## src/design/adc_dac_q15_fir_lowpass_core_defines.svh

```systemverilog
// Assertion macros for the filter core.
// They expect signals named clk and rst_n in the scope where they are used.
`ifndef ADC_DAC_Q15_FIR_LOWPASS_CORE_DEFINES_SVH
`define ADC_DAC_Q15_FIR_LOWPASS_CORE_DEFINES_SVH

`define ADFIR_ASSERT_NOW(lbl, ante, cons) \
  lbl: assert property (@(posedge clk) disable iff (!rst_n) (ante) |-> (cons)) \
    else $error("filter check failed");

`define ADFIR_ASSERT_NEXT(lbl, ante, cons) \
  lbl: assert property (@(posedge clk) disable iff (!rst_n) (ante) |=> (cons)) \
    else $error("filter check failed");

`endif

```

## src/design/adfir_pkg.sv

```systemverilog
package adfir_pkg;

  localparam int TAPS        = 30;
  localparam int SAMPLE_BITS = 12;

  localparam int CODE_W  = 12;
  localparam int TAP_W   = 5;
  localparam int COEF_W  = 16;
  localparam int SMP_W   = SAMPLE_BITS + 1;
  localparam int PROD_W  = SMP_W + COEF_W;
  localparam int ACC_W   = PROD_W + $clog2(TAPS);
  localparam int Q_SHIFT = 15;
  localparam int Y_W     = ACC_W - Q_SHIFT;
  localparam int D_W     = COEF_W + 2;

  localparam int Q_MAX       = 32767;
  localparam int Q_MIN       = -32768;
  localparam int CODE_OFFSET = (1 << (SAMPLE_BITS - 1)) - 1;
  localparam int CODE_MAX    = (1 << SAMPLE_BITS) - 1;

  typedef enum logic {
    REQ_SAMPLE = 1'b0,
    REQ_LOAD   = 1'b1
  } req_t;

  typedef struct packed {
    logic              vld;
    logic              load;
    logic [TAP_W-1:0]  tap;
    logic [COEF_W-1:0] coef;
    logic [SMP_W-1:0]  smp;
    logic [ACC_W-1:0]  acc;
    logic [PROD_W-1:0] prod;
  } beat_t;

endpackage

```

## src/design/adfir_out.sv

```systemverilog
module adfir_out (
  input  logic                        clk,
  input  logic                        rst_n,
  input  logic                        en,
  input  adfir_pkg::beat_t            beat_i,
  output logic                        out_valid,
  output logic [adfir_pkg::CODE_W-1:0] out_dac_code,
  output logic                        out_clipped
);

  logic                                sum_vld_r, sum_vld_nxt;
  logic signed [adfir_pkg::ACC_W-1:0]  sum_r, sum_nxt;
  logic signed [adfir_pkg::PROD_W-1:0] prod_s;
  logic signed [adfir_pkg::Y_W-1:0]    y_s;
  logic signed [adfir_pkg::COEF_W-1:0] sat_s;
  logic signed [adfir_pkg::D_W-1:0]    d_s;
  logic                                clip_q, clip_d;
  logic                                out_valid_r;
  logic [adfir_pkg::CODE_W-1:0]        dac_r, dac_nxt;
  logic                                clip_r, clip_nxt;

  always_comb begin
    prod_s      = $signed(beat_i.prod);
    sum_nxt     = $signed(beat_i.acc) + prod_s;
    sum_vld_nxt = beat_i.vld && !beat_i.load;
  end

  // Floor shift, saturation to 16 bits, offset restore and DAC clamp.
  always_comb begin
    y_s    = sum_r[adfir_pkg::ACC_W-1:adfir_pkg::Q_SHIFT];
    clip_q = 1'b0;
    if (y_s > adfir_pkg::Q_MAX) begin
      sat_s  = adfir_pkg::COEF_W'(adfir_pkg::Q_MAX);
      clip_q = 1'b1;
    end else if (y_s < adfir_pkg::Q_MIN) begin
      sat_s  = adfir_pkg::COEF_W'(adfir_pkg::Q_MIN);
      clip_q = 1'b1;
    end else begin
      sat_s = y_s[adfir_pkg::COEF_W-1:0];
    end
    d_s    = adfir_pkg::D_W'(sat_s) + adfir_pkg::D_W'(adfir_pkg::CODE_OFFSET);
    clip_d = 1'b0;
    if (d_s > adfir_pkg::CODE_MAX) begin
      dac_nxt = adfir_pkg::CODE_W'(adfir_pkg::CODE_MAX);
      clip_d  = 1'b1;
    end else if (d_s < 0) begin
      dac_nxt = '0;
      clip_d  = 1'b1;
    end else begin
      dac_nxt = d_s[adfir_pkg::CODE_W-1:0];
    end
    clip_nxt = clip_q || clip_d;
  end

  always_ff @(posedge clk) begin
    if (!rst_n) begin
      sum_vld_r   <= 1'b0;
      out_valid_r <= 1'b0;
    end else if (en) begin
      sum_vld_r   <= sum_vld_nxt;
      out_valid_r <= sum_vld_r;
    end
  end

  always_ff @(posedge clk) begin
    if (en) begin
      sum_r  <= sum_nxt;
      dac_r  <= dac_nxt;
      clip_r <= clip_nxt;
    end
  end

  assign out_valid    = out_valid_r;
  assign out_dac_code = dac_r;
  assign out_clipped  = clip_r;

endmodule
```

## config.mk

```make
export PLATFORM = sky130hd
export DESIGN_NAME = adfir_out
export DESIGN_NICKNAME = d
export VERILOG_FILES = /design/src/design/adc_dac_q15_fir_lowpass_core_defines.svh /design/src/design/adfir_pkg.sv /design/src/design/adfir_out.sv
export SDC_FILE = /design/constraint.sdc
export NUM_CORES = 1
export LEC_CHECK = 0
export BUFFER_PORTS_ARGS = -buffer_cell sky130_fd_sc_hd__buf_2
export CAP_MARGIN = 20
export CORE_AREA = 8 8 88 90
export DETAILED_ROUTE_END_ITERATION = 16
export DIE_AREA = 0 0 96 98
export GPL_TIMING_DRIVEN = 0
export MAX_ROUTING_LAYER = met4
export PLACE_DENSITY = 0.79
export SETUP_SLACK_MARGIN = 0.4
export SKIP_CTS_REPAIR_TIMING = 1
export SLEW_MARGIN = 30
export SYNTH_ARGS = -nofsm -noshare
export SYNTH_HDL_FRONTEND = slang
export SYNTH_SLANG_ARGS = --single-unit
```

## constraint.sdc

```tcl
create_clock -name clk -period 5.3 [get_ports clk]
set_input_delay 1.06 -clock clk [delete_from_list [all_inputs] [get_ports clk]]
set_output_delay 1.06 -clock clk [all_outputs]
set_load 0.005 [all_outputs]
```

## After elaboration in Yosys (flattened, before gate mapping)

Index checks and enable logic that the tools add are counted.

- Bits in registers: 49
- Bits in latches: 0
- Bits in writable memories: 0
- Bits in read-only memories: 0
- Input bits: 102
- Output and inout bits: 14
- Word-level logic and storage cells: 21
- Memories: 0

- $add $sub $neg: 2
- Multiply operators: 0
- Div/mod/pow operators: 0
- Magnitude comparators: 4
- Eq/ne operators: 0
- Shift-type cells: 0
- Muxes and demuxes: 7
- Bitwise operators: 0
- Reductions and logical operators: 3

Operators with widths:

| operator | count |
|---|---|
| $add 34x29->34 | 1 |
| $mux 16 | 2 |
| $gt 19x16->1 const B | 1 |
| $lt 19x16->1 const B | 1 |
| $add 16x12->17 const B | 1 |
| $gt 17x13->1 const B | 1 |
| $lt 17x1->1 const B | 1 |
| $mux 12 | 1 |
| $mux 1 | 4 |
| $logic_and 1x1->1 | 1 |
| $logic_not 1->1 | 1 |
| $logic_or 1x1->1 | 1 |

## Longest topological paths before layout

Gate-level depths: netlist of run 1.

- Depth after elaboration: 8
- Mapped depth: 13
- Depth with buffers taken out: 12

## Worst setup path after synthesis of run 1

Ideal clock, no wire load.

- Path kind: input to register
- Start point: in beat_i[11] (netlist bit)
- End point: reg sum_r[33] (netlist bit), data pin
- Arrival time: 3163 ps
- Slack: 1877 ps
- Cell stages on the path: 9
- Path buffers: 0
- Cells stage by stage: ha_1 > and4_1 > and2_1 > a311oi_1 > a31oi_1 > a31oi_1 > nor3_1 > o41a_1 > xnor2_1

- Longest elaborated chain between the ends: 1

RTL lines:

| element | RTL line | text |
|---|---|---|
| start: declaration | adfir_out.sv:5 | `input adfir_pkg::beat_t beat_i,` |
| $add 34x29->34 | adfir_out.sv:24 | `sum_nxt = $signed(beat_i.acc) + prod_s;` |
| via sum_nxt, one bit | adfir_out.sv:12 | `logic signed [adfir_pkg::ACC_W-1:0] sum_r, sum_nxt;` |
| end signal: assignment | adfir_out.sv:67 | `sum_r <= sum_nxt;` |
| end: declaration | adfir_out.sv:12 |  |

The timed path passes the listed nets, and every way through them passes these cells.
A chain may end at the register's enable or synchronous reset.

## Worst setup path in the final report of run 1

- Start point: reg sum_r[31] (netlist bit)
- End point: reg dac_r, in the netlist out_dac_code[8], data pin

- Longest elaborated chain between the ends: 6

RTL lines:

| element | RTL line | text |
|---|---|---|
| $lt 19x16->1 | adfir_out.sv:35 | `end else if (y_s < adfir_pkg::Q_MIN) begin` |
| $mux 16 | adfir_out.sv:35 |  |
| $mux 16 (*) | adfir_out.sv:32 | `if (y_s > adfir_pkg::Q_MAX) begin` |
| $add 16x12->17 (*) | adfir_out.sv:41 | `d_s = adfir_pkg::D_W'(sat_s) + adfir_pkg::D_W'(adfir_pkg::CODE_OFFSET);` |
| $lt 17x1->1 | adfir_out.sv:46 | `end else if (d_s < 0) begin` |
| $mux 12 | adfir_out.sv:46 |  |
| end signal: assignment | adfir_out.sv:68 | `dac_r <= dac_nxt;` |
| end: declaration | adfir_out.sv:19 | `logic [adfir_pkg::CODE_W-1:0] dac_r, dac_nxt;` |

Every way passes the cells marked *; elsewhere a longest branch is shown, timed or not.

==> reports/metrics.yaml, run 1 <==
setup_path:
  cpMostUsedCell: "nor2_1"
  slowest_stage: "nor2_1"
  criticalPathCategory: "flop to flop"
  cp_data_required_time_ns: 5.32
  crit_chain: "clkbuf_1, and3_1, nor2_1, nor2_1, inv_1, ha_1, o21ai_1, or3_4, a211oi_2, a41oi_1, nor4_4, buf_6, a21oi_1"
  arrival_ns: 3.79
  worstSetupEndpointType: "flop"
  path_buf_inv: 3
  cp_top_family: "simple AND/OR/NAND/NOR gates"
  cp-start-kind: "flop"
  cpPeakStageDelay_ns: 0.48
  path_max_fanout: 10
route:
  vias: 2949
  drt-met1-wl_um: 3170
  firstDrtPassIters: 4
  wl_met2_um: 3640
  route.met3.wl_um: 333
  routed_wl_um: 7380
  routed.top_layer: "met4"
  via_per_inst: 5.81
  drt_iter0_markers: 149
  drc: 0
  ant_nets: 0
  post_drt_wl_per_cell_um: 14.5
timing:
  fin_crit_sh_pct: 71.1
  timing.fmax_ghz: 0.265
  holdWs_ns: 0.523
  setup_viol: 0
  finalSetupTns_ns: 0
  slew_viol_final: 0
  worst_slew_pin_slew_ns: 0.759
  hold_viol: 0
  slew_headroom_pct: 49.4
  fin_skew_ns: 0.00486
  finalCriticalPeriod_ns: 3.77
  rsz0062_at_grt: "false"
cells_and_area:
  layout-drive-gt1-share_pct: 23.4
  nets: 563
  diodes: 0
  final-seq-area_um2: 1000
  syn2layout_area_growth_pct: 19.9
  multiInputGateArea_um2: 2000
  fill_cells: 611
die:
  fp.dieH_um: 98
  initial_utilization_pct: 47.4
  num_rows: 30
  die-area_um2: 9410
  die_x_um: 96
  io_pins: 116
  coreArea_um2: 6490
clock_tree:
  clock-sinks: 34
  cts_made_buffers: 5
  htreeDepth: 2
  cts_tree: "yes"
  path_clk_slew_ns: 0.07
  cts_buffer_depth: 2
  cts_root_buf: "clkbuf_8"
  clock_latency_ns: 0.29
logic_synthesis:
  yosysWarnings: 0
  synth_flop_cell: "edfxtp_1"
  synthCells: 339
  yosys.area_share.simple_pct: 19.0
  avgSynthCellArea_um2: 9.09
  synth_area_um2: 3080
  syn_nets: 475
  synth_compound_area_share_pct: 25.1
  synth-edff-count: 32
  synth_top_family_by_area: "compound AO/OA/AOI/OAI gates"
  synthXorXnorAreaFrac_pct: 6.82
  synth-seq-area-share_pct: 32.5
  ys_ff_latch: 34
  postSynth.asyncResetShare_pct: 0
  muxShareOfSynthArea_pct: 0.325
  synth-adder-area-share_pct: 13.8
  synthDistinctLibCells: 52
job:
  cap_violations: 0
outcome:
  status: "finished, final reports clean"
pwr:
  cellPowerDensity_nw_per_um2: 272
  p_leak_nw: 1.59
  total_power_mw: 1.01
  ir_drop_uv: 187
global_route:
  antenna_found_initial: 0
  grt_pass1_vias: 3042
  overflow: 0
  grt_max_degree: 36
  grt_use_total_pct: 16.3
  grt_pass1_wl_um: 12500
place:
  portBuffers: 81
  gp_congestion: 0.916
  dp_hpwl_um: 6040
worst_hold_path:
  hold_class: "flop to flop"
per-stage QoR:
step | setup WS, ns | instances | util, % | instance area [µm²]
after detailed placement | 1.32 | 500 | 55.2 | 3590
after floorplan | 1.88 | 339 | - | 3080
after global placement | 1.38 | 500 | 55.2 | 3590
after CTS | 1.56 | 508 | 56.9 | 3690
after global routing | 1.32 | 508 | 56.9 | 3690
final | 1.53 | 508 | 56.9 | 3690
final timing paths:
| kind | startpoint | endpoint | slack, ns | depth (start not counted) |
|---|---|---|---|---|
| max | sum_r[31] | out_dac_code[8] | 1.53 | 13 |
| min | out_valid | out_valid | 0.52 | 2 |
| max reg2reg | sum_r[31] | out_dac_code[8] | 1.53 | 13 |
| min reg2reg | out_valid | out_valid | 0.52 | 2 |
cells in the mapped netlist, types with 2 or more instances:
library cell,count,area share (%)
a21oi_1,44,7.1
ha_1,34,14
edfxtp_1,32,31
nor2_1,26,3.2
o21ai_0,22,3.6
nand2_1,18,2.2
xnor2_1,15,4.3
nand3_1,12,1.9
a21o_1,11,2.7
inv_1,10,1.2
nor3_1,9,1.5
xor2_1,9,2.6
nand4_1,8,1.6
or3_1,6,1.2
a31oi_1,5,1.0
and2_1,5,1.0
and3_1,5,1.0
o21a_1,5,1.2
a211oi_1,4,0.97
clkbuf_1,4,0.49
a2111oi_0,3,0.85
a211o_1,3,0.85
nand2b_1,3,0.61
nor2b_1,3,0.61
o211ai_1,3,0.73
or2_2,3,0.61
a311oi_1,2,0.57
a41oi_1,2,0.57
buf_6,2,0.73
dfxtp_1,2,1.3
nor4_1,2,0.41
o211a_1,2,0.65
o221ai_1,2,0.57
o22ai_1,2,0.41
o31ai_1,2,0.49
o41a_1,2,0.73
or3_4,2,0.73
where the power goes:
group | leakage (nW) | switching [mW] | internal [mW] | total [mW]
Clock | 0.0579 | 0.0958 | 0.138 | 0.234
Sequential | 0.329 | 0.0328 | 0.350 | 0.382
Combinational | 1.21 | 0.220 | 0.168 | 0.388
cells in the final DEF, fill, tap and decap left out, drive strengths merged, types with 8 or more instances in the layout:
master,count
inv,10
a21oi,44
o21ai,23
nor3,10
xor2,9
nor2,26
buf,83
nand4,8
clkbuf,9
nand3,12
a21o,11
ha,34
edfxtp,32
xnor2,15
or3,8
nand2,18
metal layers:
layer  vias to the layer above  track usage, %
met5                         -               -
met4                         0            8.17
met3                        29            3.38
met2                        92            26.7
met1                      1336            18.2
li1                       1492               -
worst reg2reg max path, cell delays in order (launching register included):
cell	delay, ns
edfxtp_1	0.42
clkbuf_1	0.22
and3_1	0.24
nor2_1	0.48
nor2_1	0.14
inv_1	0.10
ha_1	0.19
o21ai_1	0.23
or3_4	0.44
a211oi_2	0.23
a41oi_1	0.09
nor4_4	0.44
buf_6	0.20
a21oi_1	0.08
flip-flops by register name (all words and copies together) (netlist names):
signal,flops
sum_vld_r,1
out_clipped,1
out_dac_code,12
out_valid,1
sum_r,19
logic make-up (layout without fill, tap and decap cells):
logic type,Yosys count,after routing
AOI/OAI and AO/OA,121,121
and+or+nand+nor,109,109
xor gates and xnor gates,24,24
muxes,1,1
buffers and inverters,16,105
DFF,34,34
adders and majority gates,34,34
cell type report:
| cell class | instances | share of cell area (%) |
|---|---|---|
| multi-input combinational | 289 | 54.2 |
| sequential | 34 | 27.1 |
| timing repair buffer | 81 | 11.0 |
| tap | 80 | 2.71 |
| clock buffer | 5 | 1.86 |
| clock inverter | 3 | 1.08 |
| buffer | 6 | 1.02 |
| inverter | 10 | 1.02 |
No activity file was read; power rests on OpenSTA's default activity.
==> run 2, diff against run 1 <==
Clock period 5.3 ns to 3.5 ns, I/O delays scaled along.
==> run 2 against run 1 <==
Power grew 51%; sequential cell count unchanged; wire length rose by 3.5%; non-clock buffer count rose by 12; first-iteration DRC count rose by 18%; clock-buffer cell count is 2 higher; fmax up 24%; register-to-register slack got worse by 1.1 ns; clock skew down 0.0018 ns; die area unchanged; critical path depth grew 1; design area increased by 5.1%; largest cell class unchanged; highest routed layer unchanged.
==> reports/metrics.yaml, run 2 (synthesis gave the netlist of run 1 again) <==
route:
  via_per_inst: 5.72  # -1.4%
  post_drt_wl_per_cell_um: 14.7  # +1.3%
  firstDrtPassIters: 4  # unchanged
  vias: 2971  # +0.75%
  wl_met2_um: 3910  # +7.4%
  routed_wl_um: 7630  # +3.5%
  ant_nets: 0  # unchanged
  route.met3.wl_um: 365  # +9.6%
  drt-met1-wl_um: 3280  # +3.2%
  drc: 0  # unchanged
  routed.top_layer: "met4"
  drt_iter0_markers: 176  # +18%
timing:
  slew_headroom_pct: 50.6  # +1.2 points
  rsz0062_at_grt: "false"
  finalCriticalPeriod_ns: 3.03  # -0.739 ns
  finalSetupTns_ns: 0  # unchanged
  fin_skew_ns: 0.00306  # -0.00180 ns
  holdWs_ns: 0.536  # +0.0129 ns
  hold_viol: 0  # unchanged
  worst_slew_pin_slew_ns: 0.741  # -0.0176 ns
  setup_viol: 0  # unchanged
  fin_crit_sh_pct: 86.6  # +15 points
  slew_viol_final: 0  # unchanged
  timing.fmax_ghz: 0.330  # +24%
clock_tree:
  htreeDepth: 2  # unchanged
  cts_tree: "yes"
  cts_buffer_depth: 2  # unchanged
  cts_made_buffers: 5  # unchanged
  cts_root_buf: "clkbuf_8"
  clock_latency_ns: 0.28  # about the same
  path_clk_slew_ns: 0.06  # about the same
  clock-sinks: 34  # unchanged
setup_path:
  crit_chain: "buf_6, and3_4, nor2_4, nor2_1, inv_1, ha_4, o21ai_4, or3_4, a211oi_2, a41oi_2, nor4_4, buf_4, buf_4, a21oi_1"
  worstSetupEndpointType: "flop"
  slowest_stage: "edfxtp_1"
  path_max_fanout: 9  # -1
  criticalPathCategory: "flop to flop"
  cp_data_required_time_ns: 3.52  # -1.80 ns
  cp_top_family: "simple AND/OR/NAND/NOR gates"
  cpMostUsedCell: "buf_4"
  cp-start-kind: "flop"
  arrival_ns: 3.05  # -0.74 ns
  rrSetupSlack_ns: 0.47  # -1.06 ns
  path_buf_inv: 4  # +1
  cpPeakStageDelay_ns: 0.45  # -0.03 ns
cells_and_area:
  largest_register_ffs: 19  # unchanged
  layout_common_cells: "buf_2 (81), a21oi_1 (43), ha_1 (33)"
  top_register: "sum_r"
  final_util_pct: 59.8  # +2.9 points
  diodes: 0  # unchanged
  syn2layout_area_growth_pct: 26.1
  fill_cells: 566  # -7.4%
  fin_area_um2: 3880  # +5.1%
  layout_commonest_cell: "buf_2"
  fin_cells: 519  # +2.2%
  layout-drive-gt1-share_pct: 28.5  # +5.1 points
  nets: 575  # +2.1%
job:
  cap_violations: 0  # unchanged
die:
  initial_utilization_pct: 47.4  # unchanged
  coreArea_um2: 6490  # unchanged
  die-area_um2: 9410  # unchanged
  die_x_um: 96  # unchanged
  io_pins: 116  # unchanged
  fp.dieH_um: 98  # unchanged
  num_rows: 30  # unchanged
pwr:
  ir_drop_uv: 178  # -5.0%
  p_leak_nw: 1.66  # +4.1%
  cellPowerDensity_nw_per_um2: 390  # +44%
global_route:
  antenna_found_initial: 0  # unchanged
  grt_use_total_pct: 15.9  # -0.45 points
  grt_max_degree: 36  # unchanged
  grt_pass1_vias: 2903  # -4.6%
  overflow: 0  # unchanged
  grt_pass1_wl_um: 12300  # -1.7%
place:
  gp_congestion: 0.916  # about the same
  portBuffers: 81  # unchanged
  placed_area_um2: 3590  # about the same
  dp_hpwl_um: 6000  # -0.57%
  dp_cells: 500  # unchanged
worst_hold_path:
  hold_class: "flop to flop"
outcome:
  status: "finished, final reports clean"
[run 2: changes by cell type in the layout (fill, tap and decap cells not counted), moves of 2 or more]
cell,before,now
buf_4,0,12
nor2_4,0,2
nor2_1,26,24
clkinv_2,2,0
o21ai_0,22,20
buf_6,2,4
a31oi_1,5,3
[run 2: routing by layer]
| layer | vias up | global-route usage [%] |
|---|---|---|
| met5 | - | - |
| met4 | 0 | 4.85 |
| met3 | 9 | 3.30 |
| met2 | 90 | 26.7 |
| met1 | 1362 | 18.3 |
| li1 | 1510 | - |
[run 2: worst paths after layout]
| check | depth (start not counted) | from | endpoint |
|---|---|---|---|
| hold reg to reg | 2 | out_valid | out_valid |
| setup reg to reg | 14 | sum_r[31] | out_dac_code[6] |
| hold / removal | 2 | out_valid | out_valid |
| setup / recovery | 14 | sum_r[31] | out_dac_code[6] |
[run 2: final cells by class]
cell class                 instances  area [µm²]  area share [%]
multi-input combinational        289        2120            54.6
sequential                        34        1000            25.8
timing repair buffer              93         495            12.8
tap                               80         100            2.58
clock buffer                       7        76.3            1.97
buffer                             6        53.8            1.39
inverter                          10        37.5           0.966
[run 2: power by group]
group | switching [mW] | internal (mW)
sequential | 0.0529 | 0.530
combinational | 0.366 | 0.302
clock | 0.129 | 0.137
total | 0.548 | 0.968
[run 2: worst register-to-register path, stage by stage (launching register included)]
cell	delay [ns]
edfxtp_1	0.45
buf_6	0.16
and3_4	0.18
nor2_4	0.17
nor2_1	0.09
inv_1	0.12
ha_4	0.17
o21ai_4	0.09
or3_4	0.42
a211oi_2	0.22
a41oi_2	0.08
nor4_4	0.22
buf_4	0.18
buf_4	0.14
a21oi_1	0.07
[run 2: through the flow]
step / worst slack, ns / power [mW]
2_1_floorplan: 0.437 / 0.998
6_report: 0.469 / 1.52
3_3_place_gp: -0.0494 / 1.15
4_1_cts: -0.0302 / 1.44
5_1_grt: 0.369 / 1.62
3_5_place_dp: -0.0736 / 1.17
