<file path="src/design/adc_dac_q15_fir_lowpass_core_defines.svh">
// Assertion macros for the filter core.
// They expect signals named clk and rst_n in the scope where they are used.
`ifndef ADC_DAC_Q15_FIR_LOWPASS_CORE_DEFINES_SVH
`define ADC_DAC_Q15_FIR_LOWPASS_CORE_DEFINES_SVH

`define ADFIR_ASSERT_NOW(lbl, ante, cons) \
  lbl: assert property (@(posedge clk) disable iff (!rst_n) (ante) |-> (cons)) \
    else $error("filter check failed");

`define ADFIR_ASSERT_NEXT(lbl, ante, cons) \
  lbl: assert property (@(posedge clk) disable iff (!rst_n) (ante) |=> (cons)) \
    else $error("filter check failed");

`endif

</file>
<file path="src/design/adfir_pkg.sv">
package adfir_pkg;

  localparam int TAPS        = 30;
  localparam int SAMPLE_BITS = 12;

  localparam int CODE_W  = 12;
  localparam int TAP_W   = 5;
  localparam int COEF_W  = 16;
  localparam int SMP_W   = SAMPLE_BITS + 1;
  localparam int PROD_W  = SMP_W + COEF_W;
  localparam int ACC_W   = PROD_W + $clog2(TAPS);
  localparam int Q_SHIFT = 15;
  localparam int Y_W     = ACC_W - Q_SHIFT;
  localparam int D_W     = COEF_W + 2;

  localparam int Q_MAX       = 32767;
  localparam int Q_MIN       = -32768;
  localparam int CODE_OFFSET = (1 << (SAMPLE_BITS - 1)) - 1;
  localparam int CODE_MAX    = (1 << SAMPLE_BITS) - 1;

  typedef enum logic {
    REQ_SAMPLE = 1'b0,
    REQ_LOAD   = 1'b1
  } req_t;

  typedef struct packed {
    logic              vld;
    logic              load;
    logic [TAP_W-1:0]  tap;
    logic [COEF_W-1:0] coef;
    logic [SMP_W-1:0]  smp;
    logic [ACC_W-1:0]  acc;
    logic [PROD_W-1:0] prod;
  } beat_t;

endpackage

</file>
<file path="src/design/adfir_cell.sv">
module adfir_cell (
  input  logic                       clk,
  input  logic                       rst_n,
  input  logic                       en,
  input  logic [adfir_pkg::TAP_W-1:0] cell_idx,
  input  adfir_pkg::beat_t           beat_i,
  output adfir_pkg::beat_t           beat_o
);

  logic [adfir_pkg::COEF_W-1:0]        w_r, w_nxt;
  logic [adfir_pkg::SMP_W-1:0]         h_r, h_nxt;
  adfir_pkg::beat_t                    beat_r, beat_nxt;
  logic                                is_smp, hit;
  logic signed [adfir_pkg::SMP_W-1:0]  smp_s;
  logic signed [adfir_pkg::COEF_W-1:0] w_s;
  logic signed [adfir_pkg::PROD_W-1:0] prod_s;
  logic signed [adfir_pkg::PROD_W-1:0] prod_in_s;
  logic signed [adfir_pkg::ACC_W-1:0]  acc_in_s, acc_s;

  // A sample beat takes the value shifted out of the previous cell and hands
  // on the value this cell held; the running sum travels with the beat.
  always_comb begin
    is_smp    = beat_i.vld && !beat_i.load;
    hit       = beat_i.vld && beat_i.load && (beat_i.tap == cell_idx);
    w_nxt     = hit ? beat_i.coef : w_r;
    h_nxt     = is_smp ? beat_i.smp : h_r;
    smp_s     = $signed(beat_i.smp);
    w_s       = $signed(w_r);
    prod_s    = smp_s * w_s;
    prod_in_s = $signed(beat_i.prod);
    acc_in_s  = $signed(beat_i.acc);
    acc_s     = acc_in_s + prod_in_s;
    beat_nxt      = beat_i;
    beat_nxt.smp  = h_r;
    beat_nxt.acc  = acc_s;
    beat_nxt.prod = prod_s;
  end

  always_ff @(posedge clk) begin
    if (!rst_n) begin
      w_r        <= '0;
      h_r        <= '0;
      beat_r.vld <= 1'b0;
    end else if (en) begin
      w_r    <= w_nxt;
      h_r    <= h_nxt;
      beat_r <= beat_nxt;
    end
  end

  assign beat_o = beat_r;

endmodule

</file>
<file path="config.mk">
export PLATFORM = sky130hd
export DESIGN_NAME = adfir_cell
export DESIGN_NICKNAME = d
export VERILOG_FILES = /design/src/design/adc_dac_q15_fir_lowpass_core_defines.svh /design/src/design/adfir_pkg.sv /design/src/design/adfir_cell.sv
export SDC_FILE = /design/constraint.sdc
export NUM_CORES = 1
export LEC_CHECK = 0
export ABC_AREA = 1
export BUFFER_PORTS_ARGS = -buffer_cell sky130_fd_sc_hd__buf_2
export CELL_PAD_IN_SITES_DETAIL_PLACEMENT = 1
export CELL_PAD_IN_SITES_GLOBAL_PLACEMENT = 2
export CORE_ASPECT_RATIO = 1.1
export CORE_MARGIN = 2
export CORE_UTILIZATION = 35
export DETAILED_ROUTE_END_ITERATION = 8
export PLACE_DENSITY = 0.81
export SYNTH_ARGS = -nofsm -noshare
export SYNTH_HDL_FRONTEND = slang
export SYNTH_SLANG_ARGS = --single-unit
</file>
<file path="constraint.sdc">
create_clock -name clk -period 7.6 [get_ports clk]
set_input_delay 1.52 -clock clk [delete_from_list [all_inputs] [get_ports clk]]
set_output_delay 1.52 -clock clk [all_outputs]
set_load 0.03 [all_outputs]
</file>
---- After elaboration in Yosys (flattened, before gate mapping) ----
Cells that the tools add are included.
storage, ports and cells
  register bits ........................... 128
operators by class
  $add $sub $neg .......................... 1
  multipliers ............................. 1
  equal/unequal tests ..................... 1
  reductions and logical operators ........ 7
operators with widths
  cell                 count
  $add A34 B29 Y34     1
  $mul A13 B16 Y29     1
  $reduce_and A2 Y1    3
  $eq A5 B5 Y1         1
  $logic_and A1 B1 Y1  3
  $logic_not A1 Y1     1

---- Depth between registers and ports, before layout ----
Gate-level depths: netlist of run 1.
  depth after elaboration ................. 3
  gate-level depth with buffers ........... 26

---- Worst setup path before layout of run 1 ----
OpenSTA, ideal clock, no wires.
  path kind ............................... input-to-reg
  start point ............................. input port beat_i[66] (netlist name)
  end point ............................... register beat_r (netlist bit beat_o[28]) (data pin)
  library setup time ...................... 0.252 ns
  arrival ................................. 6.297 ns
  required time ........................... 7.348 ns
  path slack .............................. 1.051 ns
  stages .................................. 22
  buffers on the path ..................... 2
  path through ............................ clkbuf_1 clkbuf_1 nand2_1 fa_1 fa_1 inv_1 fa_1 inv_1 fa_1 fa_1 inv_1 ha_1 ha_1 nand2_1 nor2_1 nand2_1 nor2_1 nand2_1 nand3_1 inv_1 nand2_1 nand2_1
between the ends
  word-level cells in the longest chain between the ends .. 1
RTL lines
  element               RTL line          RTL
  from (decl)           adfir_cell.sv:6   input adfir_pkg::beat_t beat_i,
  $mul A13 B16 Y29      adfir_cell.sv:29  prod_s = smp_s * w_s;
  via prod_s, one bit   adfir_cell.sv:16  logic signed [adfir_pkg::PROD_W-1:0] prod_s;
  to (signal assigned)  adfir_cell.sv:47  beat_r <= beat_nxt;
  to (decl)             adfir_cell.sv:12  adfir_pkg::beat_t beat_r, beat_nxt;
The timed path passes the listed nets, and every way through them passes these cells.
A chain may end at the register's enable or synchronous reset.

---- Worst setup path after layout of run 1 ----
  start point ............................. input port beat_i[64] (netlist name)
  end point ............................... register beat_r (netlist bit beat_o[25]) (data pin)
The elaborated chain is that of the path after synthesis.

==> results of run 1 <==
-- logic make-up (layout without fill, tap and decap cells) --
kind of cell / count (synthesis) / in the layout / share of synthesized area
AO/OA/AOI/OAI: 122 / 122 / 0.0458
other: 0 / 1 / 0
AND/OR/NAND/NOR: 736 / 736 / 0.202
XOR/XNOR: 41 / 41 / 0.0247
buffers and inverters: 474 / 668 / 0.123
flip-flops: 128 / 128 / 0.244
adder cells (fa/ha/maj): 302 / 302 / 0.361
-- how the worst max path moves through the flow --
stage,slack [ps],to,from,depth (start not counted)
2_1_floorplan,1050,beat_o[28],beat_i[66],22
3_3_place_gp,650,beat_o[25],beat_i[64],17
3_5_place_dp,640,beat_o[28],beat_i[64],21
4_1_cts,1120,beat_o[28],beat_i[64],21
5_1_grt,780,beat_o[28],beat_i[64],21
6_report,1120,beat_o[25],beat_i[64],17
-- worst max-delay path, cell delays in order --
cell	delay [ps]
buf_2	330
nand2_1	170
fa_1	560
fa_1	720
inv_1	180
fa_1	490
fa_1	560
fa_1	420
ha_1	290
ha_1	430
nand2_1	140
nor2_1	160
inv_1	80
nor3_2	170
nand4_1	220
nand4_1	130
nand2_1	90
-- flip-flops by register name (all words and copies together) (netlist names) --
register / flops
h_r: 13
beat_o: 99
w_r: 16
-- routing by layer --
metal	wire length (um)	track usage	vias up
li1	-	-	5772
met3	1290	0.0315	38
met5	0	0	-
met2	21000	0.366	191
met1	20700	0.292	5850
met4	735	0.0519	0
-- where the power goes --
group	switching, uW	internal [uW]
clock	407	501
combinational	392	182
sequential	16.3	813
total	816	1500
-- cells in the mapped netlist, types with 19 or more instances --
cell	count
nand2_1	503
inv_1	424
fa_1	196
nor2_1	142
ha_1	106
edfxtp_1	98
a21oi_1	56
clkbuf_1	44
nand3_1	43
o21ai_0	43
xor2_1	31
dfxtp_1	30
nand4_1	19
-- layout make-up --
cell class / instances / area share
multi-input cells: 1201 / 0.550
repair buffers: 211 / 0.0640
clock buffers: 17 / 0.0254
diodes: 1 / 0.000149
flip-flops and latches: 128 / 0.212
inverters: 425 / 0.0954
well taps: 560 / 0.0418
clock inverters: 15 / 0.0113
-- through the flow --
step            util  setup slack (ps)  cell area, um^2  hold WS (ps)
2_1_floorplan      -              1050            14500           403
3_5_place_dp   0.393               645            16100           411
3_3_place_gp   0.393               652            16100           407
5_1_grt        0.408               783            16700           438
4_1_cts        0.407              1120            16700           430
6_report       0.408              1120            16700           424
==> results.md, run 1 <==
- DIE HEIGHT: 218 um
- Status: finished clean
- Chip width: 198 um
- Non-Filler Instances: 2558
- Reg2Reg Depth: 22
- Most common cell after layout, fill and taps aside: nand2_1
- Worst Hold Path EP: beat_o[64]
- CP endpoint kind: flip-flop
- Inserted Clock Buffers: 17
- Routed via count: 11.9k
- RR Endpoint: beat_o[28]
- Post-DP HPWL: 36100 um
- #FFs+latches synth: 128
- Maximum vdd drop: 0.157 mV
- Synth unique cells: 34
- Max-Cap Viols: 0
- GPL Wtd Cong: 0.864
- Leakage: 0.00929 uW
- Power, Total: 2310 uW
- GRT Residual Overflow: 0
- Sequential share of the synthesized area: 0.244
- Setup TNS: 0 ps
- R2R Path Start: w_r[15]
- Top cell type's share of synthesized area: 0.270
- Filler cells: 5047
- Core area: 0.0411 mm^2
- Yosys warnings: 0
- First drt pass iteration count: 5
- Layout Nets: 2393
- Clock sink total: 128
- Multi-input combinational cell area: 0.00921 mm^2
- Most frequent cells in the layout: nand2_1, inv_1, buf_2
- First-pass GRT wire length: 71000 um
- Std-Cell Rows: 78
- Worst setup path class: primary input to flip-flop
- Worst Skew: 20.0 ps
- Share of cells above drive strength 1: 0.130
- Vias in the first global route: 13.0k
- Setup Buffers After CTS: 0
- DR WL/cell: 17.1 um
- CP max FO: 17
- CTS clk-pin slew, worst paths: 70 ps
- Largest net degree at the start of global routing: 54
- Hold WC Path Type: flip-flop to flip-flop
- Post-synth EDFFs: 98
- CTS tree: yes
- Synth-to-layout area growth: 15.2%
- FF+latch area: 0.00354 mm^2
- DRT antenna net count: 0
- Setup crit start kind: primary input
- Hold Path Origin: h_r[1]
- Initial drt markers: 488
- Peak Freq: 154 MHz
- Endpoints failing setup: 0
- Fin crit period: 6480 ps
- Worst Path Required: 7800 ps
- Root buffer cell: clkbuf_16
- Post-synth ARST share: 0
- Synthesized area per cell: 8.06 um^2
- Period utilisation layout: 0.852
- H-tree Lvls: 4
- Hold buffers post-CTS: 0
- Clock Latency Late Sink: 470 ps
- Ys flop type: edfxtp_1
- Max-Slew Margin vs Limit: 0.394
- RSZ-0062 raised after global routing: false
- Initial core utilization: 0.354
- Post-Syn Instances: 1803
- DRC Markers: 0
- Buffers on Ports: 205
- R2R setup slack: 1690 ps
- Antenna violations before repair: 1
- Worst Hold Depth: 0
- Post-Syn Nets: 2212
- Resized Gates After CTS: 0
- Final Hold Viols: 0
- Ports: 206
- Pwr Density: 138 mW/mm^2
- Pins Over Slew Limit: 0
- Worst-margin pin slew: 905 ps
- Area contributors post-synth: fa_1, edfxtp_1, nand2_1, inv_1, ha_1
- Crit path DAT: 6680 ps
- Synth area leader: fa_1
- Inst Count DP: 2525
- Post-Syn Area: 0.0145 mm^2
- Max Root-Sink Buffers: 2
- Die footprint: 0.0432 mm^2
- Tot GR Track Use: 0.217
- Post-Route WL: 43700 um
- Vias per inst: 4.63
Power figures use the tool's default switching activity.
==> inputs of run 2 (changes only) <==
Settings changed: RECOVER_POWER from default to 50.
==> run 2 against run 1 <==
Non-clock buffer count did not move. Power fell by 0.56%. Fmax is 0.28% higher. The run now ends with capacitance limit, slew limit left.
==> results.md, run 2 (same netlist as run 1, synthesis figures left out) <==
- Status: finished, violations left
- Inserted Clock Buffers: 17
- Initial drt markers: 442
- Final Hold Viols: 0
- Pins Over Slew Limit: 32
- GRT Residual Overflow: 0
- Max Root-Sink Buffers: 2
- Period utilisation layout: 0.850
- Pre-CTS WS: 645 ps
- Peak Freq: 155 MHz
- Failing checks: capacitance limit, slew limit
- Most frequent cells in the layout: nand2_1, inv_1, fa_1
- CTS tree: yes
- Setup TNS: 0 ps
- Hold buffers post-CTS: 0
- H-tree Lvls: 4
- Worst Path Required: 7820 ps
- Tot GR Track Use: 0.217
- Leakage: 0.00894 uW
- Post-DP HPWL: 36100 um
- Filler cells: 5098
- DIE HEIGHT: 218 um
- Clock Latency Late Sink: 480 ps
- Antenna violations before repair: 1
- Clock sink total: 128
- Pwr Density: 139 mW/mm^2
- Maximum vdd drop: 0.158 mV
- First drt pass iteration count: 5
- Power, Total: 2300 uW
- Setup Buffers After CTS: 0
- Ports: 206
- Crit path DAT: 6680 ps
- Core area: 0.0411 mm^2
- Largest net degree at the start of global routing: 54
- Fin crit period: 6460 ps
- Max-Cap Viols: 1
- RSZ-0062 raised after global routing: false
- Die footprint: 0.0432 mm^2
- DRT antenna net count: 0
- Routed via count: 11.9k
- Synth-to-layout area growth: 14.1%
- CP max FO: 17
- Vias in the first global route: 13.0k
- Post-Route WL: 43700 um
- Worst Skew: 20.8 ps
- Share of cells above drive strength 1: 0.0676
- GPL Wtd Cong: 0.864
- Critical path startpoint: beat_i[67]
- Buffers on Ports: 205
- Most common cell after layout, fill and taps aside: nand2_1
- R2R Path Start: w_r[15]
- First-pass GRT wire length: 71000 um
- Worst-margin pin slew: 1540 ps
- Worst setup endpoint: beat_o[28]
- Final setup margin: 1140 ps
- Root buffer cell: clkbuf_16
- Chip width: 198 um
- CP endpoint kind: flip-flop
- Resized Gates After CTS: 0
- Max-Slew Margin vs Limit: -0.0293
- Initial core utilization: 0.354
- Hold WC Path Type: flip-flop to flip-flop
- Setup crit start kind: primary input
- CTS clk-pin slew, worst paths: 70 ps
- DR WL/cell: 17.1 um
- Worst setup path class: primary input to flip-flop
- Max reg flops: 99
- Reg2Reg Depth: 22
- R2R setup slack: 1660 ps
- Std-Cell Rows: 78
- Endpoints failing setup: 0
- RR Endpoint: beat_o[28]
- Layout Nets: 2393
- Vias per inst: 4.64
- DRC Markers: 0
==> run 2: worst min path at each step <==
stage	startpoint	cells past startpoint	endpoint	slack, ps
2_1_floorplan	h_r[0]	0	beat_o[63]	400
3_3_place_gp	h_r[2]	0	beat_o[65]	410
3_5_place_dp	h_r[7]	0	beat_o[70]	410
4_1_cts	h_r[1]	0	beat_o[64]	430
5_1_grt	h_r[11]	0	beat_o[74]	440
6_report	h_r[1]	0	beat_o[64]	420
==> run 2: worst max-delay path, cell delays in order <==
cell and delay (ps):
buf_2 320, nand2_1 210, fa_1 660, inv_1 140, fa_1 590, inv_1 100, fa_1 480, inv_1 50
fa_1 550, inv_1 60, fa_1 540, inv_1 40, ha_1 280, ha_1 370, nand2_1 110, nor2_1 160
nand2_1 90, nor2_1 90, nand2_1 60, nand3_1 110, inv_1 50, nand2_1 50, nand2_1 50
==> run 2: metrics by stage <==
stage	instance area (um^2)	hold slack, ps	std cells	util
final	16600	422	2558	0.404
after global routing	16600	438	2558	0.404
after CTS	16700	430	2557	0.407
after detailed placement	16100	411	2525	0.393
after global placement	16100	407	2525	0.393
after floorplan	14500	403	1803	-
==> run 2: layer usage <==
layer  track usage  share of wire
met1         0.292           0.47
met2         0.366           0.48
met3        0.0315          0.029
met4        0.0519          0.017
met5             0              0
==> run 2: cell type report <==
cell class / instances / area (um^2) / area share
multi-input cells: 1201 / 9210 / 0.555
flip-flops and latches: 128 / 3540 / 0.214
inverters: 425 / 1600 / 0.0964
repair buffers: 211 / 915 / 0.0552
well taps: 560 / 701 / 0.0423
clock buffers: 17 / 425 / 0.0257
clock inverters: 15 / 189 / 0.0114
diodes: 1 / 2.50 / 0.000151
==> run 2: power breakdown <==
part	total (uW)	internal, uW	switching, uW
Combinational	562	169	392
Clock	907	501	406
Sequential	830	813	17.3
==> inputs of run 3 (changes only) <==
Settings changed: CORE_UTILIZATION 35 to 32, PLACE_DENSITY 0.81 to 0.78.
Clock period 7.6 ns to 5.5 ns, I/O delays scaled along.
==> run 3 against run 2 <==
The run ends with setup timing left. Final cell count grew 5.8%. Worst setup slack lost 1100 ps. Sequential power grew 39%. Utilization grew 1.2 points. Critical endpoint is now beat_o[19].
==> results.md, run 3 (same netlist as run 1, synthesis figures left out) <==
- Final Hold Viols: 0
- RSZ-0062 raised after global routing: true
- Largest net degree at the start of global routing: 68
- Power, Total: 3270 uW
- DRC Markers: 0
- Clock Latency Late Sink: 460 ps
- Initial drt markers: 484
- DRT antenna net count: 0
- Setup crit start kind: primary input
- Buffers on Ports: 205
- Register share of total power: 0.350
- CTS clk-pin slew, worst paths: 60 ps
- Max-Cap Viols: 0
- Failing checks: setup timing
- Endpoints failing setup: 1
- Pins Over Slew Limit: 0
- First-pass GRT wire length: 74900 um
- Post-DP HPWL: 39100 um
- CTS tree: yes
- DR WL/cell: 17.5 um
- Hold WS: 429 ps
- Antenna violations before repair: 0
- Crit path DAT: 5710 ps
- Synth-to-layout area growth: 27.9%
- Switching pwr: 1140 uW
- Core area: 0.0447 mm^2
- Pwr Density: 176 mW/mm^2
- Max Root-Sink Buffers: 2
- Inserted Clock Buffers: 17
- Filler cells: 5407
- Fin crit period: 5510 ps
- Global Route met2 Usage: 0.363
- Antenna Cells: 0
- Post-Route WL: 47500 um
- GR peak layer: met2
- Std-Cell Rows: 81
- Internal power: 2130 uW
- H-tree Lvls: 4
- Vias per inst: 4.62
- Non-Filler Instances: 2707
- Worst-margin pin slew: 1450 ps
- Worst setup path class: primary input to flip-flop
- Met3 Usage GRT: 0.0312
- Worst path slowest cell: fa_2
- GPL Wtd Cong: 0.865
- CP endpoint kind: flip-flop
- Routed via count: 12.5k
- Ports: 206
- DIE HEIGHT: 228 um
- Worst Hold Depth: 0
- Peak Freq: 182 MHz
- Clock power share: 0.353
- Root buffer cell: clkbuf_16
- Leakage: 0.00972 uW
- Switching part of the total: 0.349
- Max-Slew Margin vs Limit: 0.0343
- First drt pass iteration count: 5
- Pre-CTS WS: -608 ps
- Inst Count DP: 2664
- Grt met1 use: 0.262
- Max reg flops: 99
- Layout Utilization: 0.416
- Crit-path most repeated cell: fa_1
- Reg2Reg Depth: 15
- Clock sink total: 128
- Period utilisation layout: 1.00
- Status: finished, violations left
- Hold WC Path Type: flip-flop to flip-flop
- Worst path cell trace: buf_12, buf_12, buf_6, nand2_4, fa_1, fa_1, inv_2, fa_1, fa_1, fa_2, fa_2, ha_4, a21oi_4, o21ai_2, a21o_1, inv_1, nand2_2, xor2_2
- Die footprint: 0.0472 mm^2
- Most frequent cells in the layout: nand2_1, inv_1, fa_1
- Layout Nets: 2522
- Worst Skew: 7.26 ps
- Vias in the first global route: 13.8k
- CP max stage delay: 600 ps
- Final setup margin: -7.82 ps
- Initial core utilization: 0.325
- Most common cell after layout, fill and taps aside: nand2_1
- Worst Path Required: 5710 ps
- Maximum vdd drop: 0.201 mV
- Share of cells above drive strength 1: 0.195
- Tot GR Track Use: 0.205
- Chip width: 207 um
- CP max FO: 4
- GRT Residual Overflow: 0
- Combinational Power Share: 0.296
## run 3: cell types whose count changed in the layout (fill, tap and decap cells not counted), sizes merged
| cell | change |
|---|---|
| buf | +131 |
| inv | -6 |
| clkinv | +4 |
| bufinv | -1 |
| clkinvlp | +1 |
| diode | -1 |
## run 3: repair_timing
action                                  4_1_cts  5_1_grt
hold buffers                                  0        0
pin swaps                                     5       66
endpoints found under the setup margin       16       19
gates resized for setup                      24      141
cloned                                        0        2
buffers inserted                              1        8
## run 3: area by class of cell
| class | instances | area [um^2] | area share |
|---|---|---|---|
| Clock buffer | 19 | 453 | 0.0244 |
| Clock inverter | 13 | 125 | 0.00673 |
| Inverter | 425 | 1600 | 0.0861 |
| Multi-Input combinational cell | 1201 | 10000 | 0.539 |
| Sequential cell | 128 | 3550 | 0.191 |
| Tap cell | 581 | 727 | 0.0391 |
| Timing Repair Buffer | 340 | 2120 | 0.114 |
## run 3: critical path: cells and delay by family
| kind | cells | cell delay [ps] |
|---|---|---|
| fa+ha+maj | 7 | 3380 |
| compound gates | 3 | 480 |
| buf+inv | 5 | 460 |
| xor+xnor | 1 | 150 |
| simple gates | 2 | 120 |
## run 3: metal layers
layer | wire length, um | vias to the layer above | part of all wire
li1 | - | 6040 | -
met1 | 21100 | 6204 | 0.44
met2 | 24000 | 200 | 0.51
met3 | 1340 | 56 | 0.028
met4 | 1050 | 0 | 0.022
met5 | 0 | - | 0
## run 3: per-stage QoR
step | area (um^2) | setup TNS [ps]
5_1_grt | 18600 | -960
4_1_cts | 18000 | -5.43
2_1_floorplan | 14900 | -1890
3_3_place_gp | 17300 | -9280
6_report | 18600 | -7.82
3_5_place_dp | 17300 | -10310
## run 3: final timing paths
path                      to        from  slack, ps
setup / recovery  beat_o[19]  beat_i[75]         -8
hold / removal    beat_o[74]     h_r[11]        430
setup reg to reg  beat_o[19]      w_r[8]        130
hold reg to reg   beat_o[74]     h_r[11]        430
## run 3: power by group through the flow
stage / registers [uW] / logic, uW / clock network, uW
after floorplan: 1280 / 456 / 0
after global placement: 1170 / 891 / 0
after detailed placement: 1170 / 902 / 0
after CTS: 1150 / 921 / 1190
after global routing: 1150 / 1070 / 1220
final: 1150 / 969 / 1160
